[src/rtl/sidta_pkg.sv]
// Shared constants, types and state encodings for the signed integer to decimal text block.
package sidta_pkg;

    // Field widths
    localparam int VALUE_W   = 32;
    localparam int CHAR_W    = 6;
    localparam int DIGIT_W   = 4;
    localparam int DIGITS    = 10;
    localparam int BCD_W     = DIGIT_W * DIGITS;
    localparam int BIT_CNT_W = $clog2(VALUE_W);
    localparam int DIG_CNT_W = $clog2(DIGITS + 1);

    // ASCII codes
    localparam logic [CHAR_W-1:0] CHAR_ZERO  = 6'd48;
    localparam logic [CHAR_W-1:0] CHAR_MINUS = 6'd45;

    // Last bit index of the binary shift, last digit count
    localparam logic [BIT_CNT_W-1:0] BIT_CNT_LAST = BIT_CNT_W'(VALUE_W - 1);
    localparam logic [DIG_CNT_W-1:0] DIG_CNT_FULL = DIG_CNT_W'(DIGITS);
    localparam logic [DIG_CNT_W-1:0] DIG_CNT_ONE  = DIG_CNT_W'(1);

    // Converter states
    typedef enum logic [1:0] {
        CONV_IDLE,
        CONV_SHIFT,
        CONV_HOLD
    } t_conv_state;

    // Character emitter states
    typedef enum logic [1:0] {
        EMIT_IDLE,
        EMIT_SKIP,
        EMIT_SIGN,
        EMIT_DIGIT
    } t_emit_state;

    // Finished conversion handed from converter to emitter
    typedef struct packed {
        logic             neg;
        logic [BCD_W-1:0] bcd;
    } t_conv_res;

endpackage

[src/rtl/sidta_in_if.sv]
// Input channel: one signed integer per request.
interface sidta_in_if;
    logic                          valid;
    logic                          ready;
    logic [sidta_pkg::VALUE_W-1:0] value;

    modport source (output valid, output value, input ready);
    modport sink   (input valid, input value, output ready);
endinterface

[src/rtl/sidta_out_if.sv]
// Output channel: one ASCII character per request, with end-of-number mark.
interface sidta_out_if;
    logic                         valid;
    logic                         ready;
    logic [sidta_pkg::CHAR_W-1:0] char_code;
    logic                         last;

    modport source (output valid, output char_code, output last, input ready);
    modport sink   (input valid, input char_code, input last, output ready);
endinterface

[src/rtl/sidta_dabble.sv]
// Bit-serial binary to BCD converter (shift and add three), one input bit per cycle.
module sidta_dabble (
    input  logic                          i_clk,
    input  logic                          i_rst_n,
    input  logic                          i_start,
    input  logic [sidta_pkg::VALUE_W-1:0] i_value,
    output logic                          o_ready,
    output logic                          o_res_valid,
    output sidta_pkg::t_conv_res          o_res,
    input  logic                          i_res_take
);

    sidta_pkg::t_conv_state                r_state, n_state;
    logic [sidta_pkg::BIT_CNT_W-1:0]       r_cnt, n_cnt;
    logic [sidta_pkg::VALUE_W-1:0]         r_bin, n_bin;
    logic [sidta_pkg::BCD_W-1:0]           r_bcd, n_bcd;
    logic                                  r_neg, n_neg;
    logic [sidta_pkg::BCD_W-1:0]           adj;

    // Add three to every digit of five or more before the shift
    always_comb begin
        for (int d = 0; d < sidta_pkg::DIGITS; d++) begin
            if (r_bcd[d*sidta_pkg::DIGIT_W +: sidta_pkg::DIGIT_W] >= 4'd5) begin
                adj[d*sidta_pkg::DIGIT_W +: sidta_pkg::DIGIT_W] =
                    r_bcd[d*sidta_pkg::DIGIT_W +: sidta_pkg::DIGIT_W] + 4'd3;
            end else begin
                adj[d*sidta_pkg::DIGIT_W +: sidta_pkg::DIGIT_W] =
                    r_bcd[d*sidta_pkg::DIGIT_W +: sidta_pkg::DIGIT_W];
            end
        end
    end

    // State register
    always_ff @(posedge i_clk) begin
        if (!i_rst_n) begin
            r_state <= sidta_pkg::CONV_IDLE;
        end else begin
            r_state <= n_state;
        end
        r_cnt <= n_cnt;
        r_bin <= n_bin;
        r_bcd <= n_bcd;
        r_neg <= n_neg;
    end

    // Next state and datapath
    always_comb begin
        n_state = r_state;
        n_cnt   = r_cnt;
        n_bin   = r_bin;
        n_bcd   = r_bcd;
        n_neg   = r_neg;
        unique case (r_state)
            sidta_pkg::CONV_IDLE: begin
                if (i_start) begin
                    // magnitude taken as unsigned, so the most negative value is exact
                    n_neg   = i_value[sidta_pkg::VALUE_W-1];
                    n_bin   = i_value[sidta_pkg::VALUE_W-1] ? (~i_value + 1'b1) : i_value;
                    n_bcd   = '0;
                    n_cnt   = '0;
                    n_state = sidta_pkg::CONV_SHIFT;
                end
            end
            sidta_pkg::CONV_SHIFT: begin
                n_bcd = {adj[sidta_pkg::BCD_W-2:0], r_bin[sidta_pkg::VALUE_W-1]};
                n_bin = {r_bin[sidta_pkg::VALUE_W-2:0], 1'b0};
                n_cnt = r_cnt + 1'b1;
                if (r_cnt == sidta_pkg::BIT_CNT_LAST) begin
                    n_state = sidta_pkg::CONV_HOLD;
                end
            end
            sidta_pkg::CONV_HOLD: begin
                if (i_res_take) begin
                    n_state = sidta_pkg::CONV_IDLE;
                end
            end
            default: begin
                n_state = sidta_pkg::CONV_IDLE;
            end
        endcase
    end

    assign o_ready     = (r_state == sidta_pkg::CONV_IDLE);
    assign o_res_valid = (r_state == sidta_pkg::CONV_HOLD);
    assign o_res.neg   = r_neg;
    assign o_res.bcd   = r_bcd;

endmodule

[src/rtl/sidta_emit.sv]
// Character emitter: drops leading zeros, then sends sign and digits one per request.
module sidta_emit (
    input  logic                 i_clk,
    input  logic                 i_rst_n,
    input  logic                 i_res_valid,
    input  sidta_pkg::t_conv_res i_res,
    output logic                 o_res_take,
    sidta_out_if.source          o_out
);

    sidta_pkg::t_emit_state          r_state, n_state;
    logic [sidta_pkg::BCD_W-1:0]     r_bcd, n_bcd;
    logic [sidta_pkg::DIG_CNT_W-1:0] r_cnt, n_cnt;
    logic                            r_neg, n_neg;
    logic [sidta_pkg::DIGIT_W-1:0]   top_digit;

    assign top_digit = r_bcd[sidta_pkg::BCD_W-1 -: sidta_pkg::DIGIT_W];

    // State register
    always_ff @(posedge i_clk) begin
        if (!i_rst_n) begin
            r_state <= sidta_pkg::EMIT_IDLE;
        end else begin
            r_state <= n_state;
        end
        r_bcd <= n_bcd;
        r_cnt <= n_cnt;
        r_neg <= n_neg;
    end

    // Next state and output
    always_comb begin
        n_state         = r_state;
        n_bcd           = r_bcd;
        n_cnt           = r_cnt;
        n_neg           = r_neg;
        o_res_take      = 1'b0;
        o_out.valid     = 1'b0;
        o_out.char_code = sidta_pkg::CHAR_ZERO + {2'b00, top_digit};
        o_out.last      = 1'b0;
        unique case (r_state)
            sidta_pkg::EMIT_IDLE: begin
                if (i_res_valid) begin
                    o_res_take = 1'b1;
                    n_bcd      = i_res.bcd;
                    n_neg      = i_res.neg;
                    n_cnt      = sidta_pkg::DIG_CNT_FULL;
                    n_state    = sidta_pkg::EMIT_SKIP;
                end
            end
            sidta_pkg::EMIT_SKIP: begin
                // one leading zero dropped per cycle, the units digit always kept
                if (top_digit == '0 && r_cnt != sidta_pkg::DIG_CNT_ONE) begin
                    n_bcd = {r_bcd[sidta_pkg::BCD_W-sidta_pkg::DIGIT_W-1:0],
                             {sidta_pkg::DIGIT_W{1'b0}}};
                    n_cnt = r_cnt - 1'b1;
                end else if (r_neg) begin
                    n_state = sidta_pkg::EMIT_SIGN;
                end else begin
                    n_state = sidta_pkg::EMIT_DIGIT;
                end
            end
            sidta_pkg::EMIT_SIGN: begin
                o_out.valid     = 1'b1;
                o_out.char_code = sidta_pkg::CHAR_MINUS;
                if (o_out.ready) begin
                    n_state = sidta_pkg::EMIT_DIGIT;
                end
            end
            sidta_pkg::EMIT_DIGIT: begin
                o_out.valid = 1'b1;
                o_out.last  = (r_cnt == sidta_pkg::DIG_CNT_ONE);
                if (o_out.ready) begin
                    n_bcd = {r_bcd[sidta_pkg::BCD_W-sidta_pkg::DIGIT_W-1:0],
                             {sidta_pkg::DIGIT_W{1'b0}}};
                    n_cnt = r_cnt - 1'b1;
                    if (r_cnt == sidta_pkg::DIG_CNT_ONE) begin
                        n_state = sidta_pkg::EMIT_IDLE;
                    end
                end
            end
            default: begin
                n_state = sidta_pkg::EMIT_IDLE;
            end
        endcase
    end

endmodule

[src/rtl/signed_int_to_decimal_ascii.sv]
// Top level: signed 32-bit integer to decimal ASCII character stream.
//
//   channel   dir  fields                     per request
//   i_in      in   value[31:0] signed         one integer
//   o_out     out  char_code[5:0], last       one character, last on final one
//
// Conversion: accept when idle, shift in the 32 bits one at a time, then hand off to the idle emitter.
// The emitter drops one leading zero per cycle (up to 9), leaves the skip state, then sends
// one character per cycle while the output is ready (up to 11); the converter works on the next
// integer meanwhile.
// Reset (synchronous, active low) returns both units to idle; a stalled output holds.
module signed_int_to_decimal_ascii (
    input  logic        i_clk,
    input  logic        i_rst_n,
    sidta_in_if.sink    i_in,
    sidta_out_if.source o_out
);

    sidta_pkg::t_conv_res conv_res;
    logic                 conv_ready;
    logic                 conv_valid;
    logic                 conv_take;

    assign i_in.ready = conv_ready;

    // Binary to BCD
    sidta_dabble u_dabble (
        .i_clk       (i_clk),
        .i_rst_n     (i_rst_n),
        .i_start     (i_in.valid & conv_ready),
        .i_value     (i_in.value),
        .o_ready     (conv_ready),
        .o_res_valid (conv_valid),
        .o_res       (conv_res),
        .i_res_take  (conv_take)
    );

    // BCD to characters
    sidta_emit u_emit (
        .i_clk       (i_clk),
        .i_rst_n     (i_rst_n),
        .i_res_valid (conv_valid),
        .i_res       (conv_res),
        .o_res_take  (conv_take),
        .o_out       (o_out)
    );

endmodule
[src/flat_wrapper.sv]
// flat-port wrapper written by rule: the top's interface ports become plain ports
module signed_int_to_decimal_ascii_flat 
  (i_clk, i_rst_n, i_in_valid, i_in_value, i_in_ready, o_out_valid, o_out_char_code, o_out_last, o_out_ready);
  sidta_in_if i_in_i ();
  sidta_out_if o_out_i ();
  input  logic i_clk;
  input  logic i_rst_n;
  input wire logic [$bits(i_in_i.valid)-1:0] i_in_valid;
  input wire logic [$bits(i_in_i.value)-1:0] i_in_value;
  output wire logic [$bits(i_in_i.ready)-1:0] i_in_ready;
  output wire logic [$bits(o_out_i.valid)-1:0] o_out_valid;
  output wire logic [$bits(o_out_i.char_code)-1:0] o_out_char_code;
  output wire logic [$bits(o_out_i.last)-1:0] o_out_last;
  input wire logic [$bits(o_out_i.ready)-1:0] o_out_ready;
  assign i_in_i.valid = i_in_valid;
  assign i_in_i.value = i_in_value;
  assign i_in_ready = i_in_i.ready;
  assign o_out_valid = o_out_i.valid;
  assign o_out_char_code = o_out_i.char_code;
  assign o_out_last = o_out_i.last;
  assign o_out_i.ready = o_out_ready;
  signed_int_to_decimal_ascii u_core (.i_clk(i_clk), .i_rst_n(i_rst_n), .i_in(i_in_i), .o_out(o_out_i));
endmodule
[config.mk]
export PLATFORM = sky130hd
export DESIGN_NAME = signed_int_to_decimal_ascii_flat
export DESIGN_NICKNAME = d
export VERILOG_FILES = /design/src/rtl/sidta_pkg.sv /design/src/rtl/sidta_in_if.sv /design/src/rtl/sidta_out_if.sv /design/src/rtl/sidta_dabble.sv /design/src/rtl/sidta_emit.sv /design/src/rtl/signed_int_to_decimal_ascii.sv /design/src/flat_wrapper.sv
export SDC_FILE = /design/constraint.sdc
export NUM_CORES = 1
export LEC_CHECK = 0
export ABC_AREA = 1
export BUFFER_PORTS_ARGS = -buffer_cell sky130_fd_sc_hd__clkbuf_2
export CAP_MARGIN = 20
export CORE_MARGIN = 2
export CORE_UTILIZATION = 44
export CTS_CLUSTER_DIAMETER = 200
export DETAILED_ROUTE_END_ITERATION = 7
export PLACE_DENSITY = 0.65
export SETUP_SLACK_MARGIN = 0.15
export SYNTH_ARGS = -nofsm -noshare
export SYNTH_HDL_FRONTEND = slang
export SYNTH_HIERARCHICAL = 1
export SYNTH_SLANG_ARGS = --single-unit
[constraint.sdc]
create_clock -name i_clk -period 8.6 [get_ports i_clk]
set_input_delay 1.29 -clock i_clk [delete_from_list [all_inputs] [get_ports i_clk]]
set_output_delay 1.29 -clock i_clk [all_outputs]
set_load 0.02 [all_outputs]
# --- Word-level counts from Yosys, hierarchy flattened ---
# Index checks and enable logic that the tools add are counted.
word_totals:
  register_bits: 127
  input_bits: 36
  output_inout_bits: 9
  elab_cells: 106
op_classes:
  eq_ne: 17
  reduce_logical: 13
  mux: 41
  add_sub_neg: 14
  order_cmp: 10
  bitwise_logic: 2
ops:
  columns: ["cell", "n"]
  rows:
  - ["$mux W40", 4]
  - ["$pmux W40 S3", 1]
  - ["$pmux W40 S2", 1]
  - ["$mux W32", 2]
  - ["$pmux W32 S2", 1]
  - ["$mux W4", 12]
  - ["$ge A4 B3 Y1 const B", 10]
  - ["$add A4 B2 Y4 const B", 9]
  - ["$add A32 B1 Y32 const B", 1]
  - ["$not A32 Y32", 1]
  - ["$mux W2", 8]
  - ["$ne A2 B2 Y1 const B", 8]
  - ["$pmux W4 S3", 1]
  - ["$pmux W5 S2", 1]
  - ["$pmux W2 S4", 1]
  - ["$add A5 B5 Y6 const A", 1]
  - ["$eq A2 B2 Y1 const B", 3]
  - ["$mux W6", 1]
  - ["$pmux W2 S3", 1]
  - ["$reduce_and A2 Y1", 3]
  - ["$add A5 B1 Y5 const B", 1]
  - ["$eq A5 B5 Y1 const B", 1]
  - ["$mux W1", 5]
  - ["$mux W5", 1]
  - ["17 further kinds", 19]

# --- Logic depth before layout (Yosys ltp) ---
logic_depth:
  depth_word: 5
  mapped_depth: 10
  mapped_depth_nobuf: 10

# --- Hierarchy ---
# Netlist, hierarchy kept.
by_module_without_submodules:
  columns: ["mod", "instances", "cells_each", "area_per_inst_um2", "seq_area_each_um2"]
  rows:
  - ["sidta_dabble", 1, 590, 4999.8, 2382.3]
  - ["sidta_emit", 1, 246, 2264.7, 1391.3]
  - ["signed_int_to_decimal_ascii", 1, 2, 7.5, 0.0]

# --- Worst setup path after synthesis ---
# OpenSTA, ideal clock, no wires.
synth_timing:
  path_type: "input to register"
  from: "input port o_out_ready"
  to: "register u_core/u_emit/r_bcd[0] (netlist bit), enable pin"
  arrival_time_ns: 3.530
  stages: 2
  slack_ns: 4.610
  setup_time_ns: 0.460
  path_buffers: 0
  required_time_ns: 8.140
  cell_sequence: "o21ai_0 a21oi_1"
synth_via:
  elab_chain_len: 2
synth_lines:
  columns: ["element", "line", "source"]
  rows:
  - ["from (decl)", "flat_wrapper.sv:14", "input wire logic [$bits(o_out_i.ready)-1:0] o_out_ready;"]
  - ["$ne A2 B2 Y1 (no source line)", null, null]
  - ["$reduce_and A4 Y1 (no source line)", null, null]
  - ["to (signal assigned)", "sidta_emit.sv:26", "r_bcd <= n_bcd;"]
  - ["to (decl)", "sidta_emit.sv:12", "logic [sidta_pkg::BCD_W-1:0] r_bcd, n_bcd;"]
# Every way passes these cells.
# A chain may end at the register's enable or synchronous reset.

# --- Worst setup path after layout ---
layout_timing:
  from: "register u_core.u_emit.r_state[0]"
  to: "output port o_out_char_code[2]"
layout_via:
  elab_chain_len: 2
layout_lines:
  columns: ["element", "line", "source"]
  rows:
  - ["from (decl)", "sidta_emit.sv:11", "sidta_pkg::t_emit_state r_state, n_state;"]
  - ["from (signal assigned)", "sidta_emit.sv:22", "r_state <= sidta_pkg::EMIT_IDLE;"]
  - ["from (signal assigned)", "sidta_emit.sv:24", "r_state <= n_state;"]
  - ["$eq A2 B2 Y1", "sidta_emit.sv:41", "unique case (r_state)"]
  - ["$mux W6", "sidta_emit.sv:41", null]
  - ["to (decl)", "flat_wrapper.sv:12", "output wire logic [$bits(o_out_i.char_code)-1:0] o_out_char_code;"]
# Every way passes these cells.

==> impl_metrics.env <==
export IMPL_cp_slowest_cell="dfxtp_1"
export IMPL_die_height_um=133
export IMPL_cp_max_fo=6
export IMPL_wirelength_um=14000
export IMPL_cts_buffer_depth=2
export IMPL_cts_hold_buf=0
export IMPL_grt_pass1_wl_um=23500
export IMPL_status="finished, final reports clean"
export IMPL_final_layout_size_suffix_gt1_frac=0.139
export IMPL_core_mm2=0.0163
export IMPL_path_delay_family="flip-flops"
export IMPL_area_growth_pct=14.4
export IMPL_crit_arrival_ns=1.69
export IMPL_leakage_uw=0.00362
export IMPL_overflow=0
export IMPL_start_util=0.445
export IMPL_grt_max_degree=78
export IMPL_clk_pin_slew_ns=0.06
export IMPL_setup_viol=0
export IMPL_syn_num_nets=904
export IMPL_worst_slack_ns=5.62
export IMPL_cts_root_buf="clkbuf_16"
export IMPL_yosys_warnings=6
export IMPL_hp_class="reg2reg"
export IMPL_maxCapViolCount=0
export IMPL_dr_wl_met2_um=6420
export IMPL_synthCells=838
export IMPL_ios=45
export IMPL_final_common_cell="nand2_1"
export IMPL_antenna_found_initial=0
export IMPL_ys_ff_latch=127
export IMPL_vias=5436
export IMPL_io_buffers=43
export IMPL_via_per_inst=4.89
export IMPL_irDropWorstVdd_mv=0.173
export IMPL_critical_path_class="reg2out"
export IMPL_avgRoutedWirePerCell_um=12.6
export IMPL_antenna_cells=0
export IMPL_ant_nets=0
export IMPL_dp_slack_ns=5.60
export IMPL_fin_crit_sh=0.346
export IMPL_utilization=0.509
export IMPL_timing_slew_headroom=0.382
export IMPL_first_iter_violations=364
export IMPL_worst_hold_slack_ns=0.487
export IMPL_mostFrequentLayoutCells="260 x nand2_1, 123 x edfxtp_1, 93 x inv_1, 67 x nor2_1, 46 x nand3_1"
export IMPL_seq_area_frac_synth=0.519
export IMPL_drt_pass1_iter_count=4
export IMPL_fmax_mhz=336
export IMPL_hold_violations=0
export IMPL_fin_setup_tns_ns=0
export IMPL_cp_start_kind="flip-flop"
export IMPL_topRoutingLayerUsed="met4"
export IMPL_worst_slew_pin_slew_ns=0.924
export IMPL_rsz0062_at_grt="no"
export IMPL_cellPowerDensity_mw_per_mm2=297
export IMPL_final_nets=945
export IMPL_crit_buf_inv=2
export IMPL_cp_required_ns=7.31
export IMPL_cts_tree="yes"
export IMPL_crit_chain="inv_1, ha_1, or2_2, clkbuf_2"
export IMPL_grt_pass1_vias=5101
export IMPL_insertion_delay_ns=0.42
export IMPL_wl_met3_um=570
export IMPL_dieWidth_um=133
export IMPL_hpwlAfterDp_um=9000
export IMPL_end_kind="output port"
export IMPL_clkSinkCount=127
export IMPL_finClkSkew_ns=0.00761
export IMPL_yosysUniqueCellTypes=34
export IMPL_netlist_area_mm2=0.00727
export IMPL_drv_slew=0
export IMPL_rows=47
export IMPL_fin_crit_ns=2.98
export IMPL_h_tree_depth=4
export IMPL_dieArea_mm2=0.0176
export IMPL_drt_met1_wl_um=6840
export IMPL_grt_total_usage=0.167
export IMPL_ctsResizeCount=0
export IMPL_gp_congestion=0.843
export IMPL_syn_avg_cell_area_um2=8.68
export IMPL_drc=0
export IMPL_cts_setup_buffers=0
export IMPL_crit_path_max_incr_delay_ns=0.42
export IMPL_cts_inserted_buffers=17
==> area by class of cell <==
class / instances / area, um2
Clock buffer: 17 / 425
Sequential cell: 127 / 3770
Inverter: 99 / 372
Timing Repair Buffer: 47 / 265
Tap cell: 220 / 275
Fill cell: 1574 / 8030
Multi-Input combinational cell: 587 / 2990
Clock inverter: 15 / 216
==> cell families (layout without fill, tap and decap cells) <==
logic type                 after synthesis  count (layout)  synth area share
and+or+nand+nor                        439             439             0.262
DFF                                    127             127             0.519
buffers and inverters                  124             178            0.0723
AOI/OAI and AO/OA                      104             104            0.0795
adders and majority gates               30              30            0.0516
xor gates and xnor gates                13              13            0.0157
other                                    1               1          0.000516
==> synthesized netlist by cell type <==
cell type  count  area (um2)
nand3b_1       5        37.5
o21ai_2        1        8.76
nor3_1        17        85.1
ha_1          30         375
nand3_1       46         230
inv_1         93         349
nand3_2        5        50.1
buf_6          3        33.8
dfxtp_1        4        80.1
o31ai_2        1        12.5
nor2_2        15        93.8
clkbuf_1       4        15.0
nand2_2        8        50.1
nor2_4         5        56.3
xor2_1        11        96.3
or2_2          2        12.5
nand2_1      261         980
edfxtp_1     123        3690
o21ai_4        1        16.3
buf_2         12        60.1
o21ai_0       43         215
a211o_1        1        8.76
xnor2_1        2        17.5
o21ai_1        5        25.0
conb_1         1        3.75
a221oi_1       7        61.3
o21a_1         1        7.51
buf_4          6        45.0
a21boi_0       1        7.51
nand2_4        1        11.3
inv_2          6        22.5
nor2_1        67         251
a21oi_1       43         215
nand4_1        7        43.8
==> report_power, final <==
part	total [uW]	switching, uW	internal, uW	leakage [uW]
sequential	1030	79.0	951	0.00123
combinational	655	462	192	0.00208
clock	783	271	512	0.000305
total	2470	812	1660	0.00362
==> sequential cells by signal, summed over array words and instances, names as in the netlist <==
name and cells:
u_core/u_dabble/r_bcd 40, u_core/u_dabble/r_bin 32, u_core/u_dabble/r_cnt 5, u_core/u_dabble/r_neg 1, u_core/u_dabble/r_state 2, u_core/u_emit/r_bcd 40, u_core/u_emit/r_cnt 4, u_core/u_emit/r_neg 1
u_core/u_emit/r_state 2
==> worst reg2reg max path, stage by stage, from the launching register on <==
cell     delay [ns]
dfxtp_1        0.37
inv_1          0.10
ha_1           0.26
nor2_4         0.74
inv_2          0.55
nand2_1        0.18
nand2_1        0.11
==> per-stage QoR <==
| stage | total power, uW | instances | area, um2 |
|---|---|---|---|
| after floorplan | 1540 | 838 | 7270 |
| after global placement | 1680 | 1079 | 7650 |
| after detailed placement | 1690 | 1079 | 7650 |
| after CTS | 2490 | 1111 | 8290 |
| after global routing | 2630 | 1112 | 8320 |
| final | 2470 | 1112 | 8320 |
==> routing by layer <==
layer	up-vias	global-route usage
met3	20	0.0433
met1	2471	0.220
li1	2849	-
met4	0	0.0669
met2	96	0.266
met5	-	0
==> final timing paths <==
path / slack (ns) / startpoint / endpoint / depth (start not counted)
worst max-delay path: 5.62 / u_core/u_emit/r_state[0] / o_out_char_code[2] / 4
worst min-delay path: 0.49 / u_core/u_dabble/r_neg / u_core/u_emit/r_neg / 0
worst max register to register: 6.03 / u_core/u_emit/r_state[1] / u_core/u_emit/r_bcd[21] / 6
worst min register to register: 0.49 / u_core/u_dabble/r_neg / u_core/u_emit/r_neg / 0
Power figures use the tool's default switching activity.
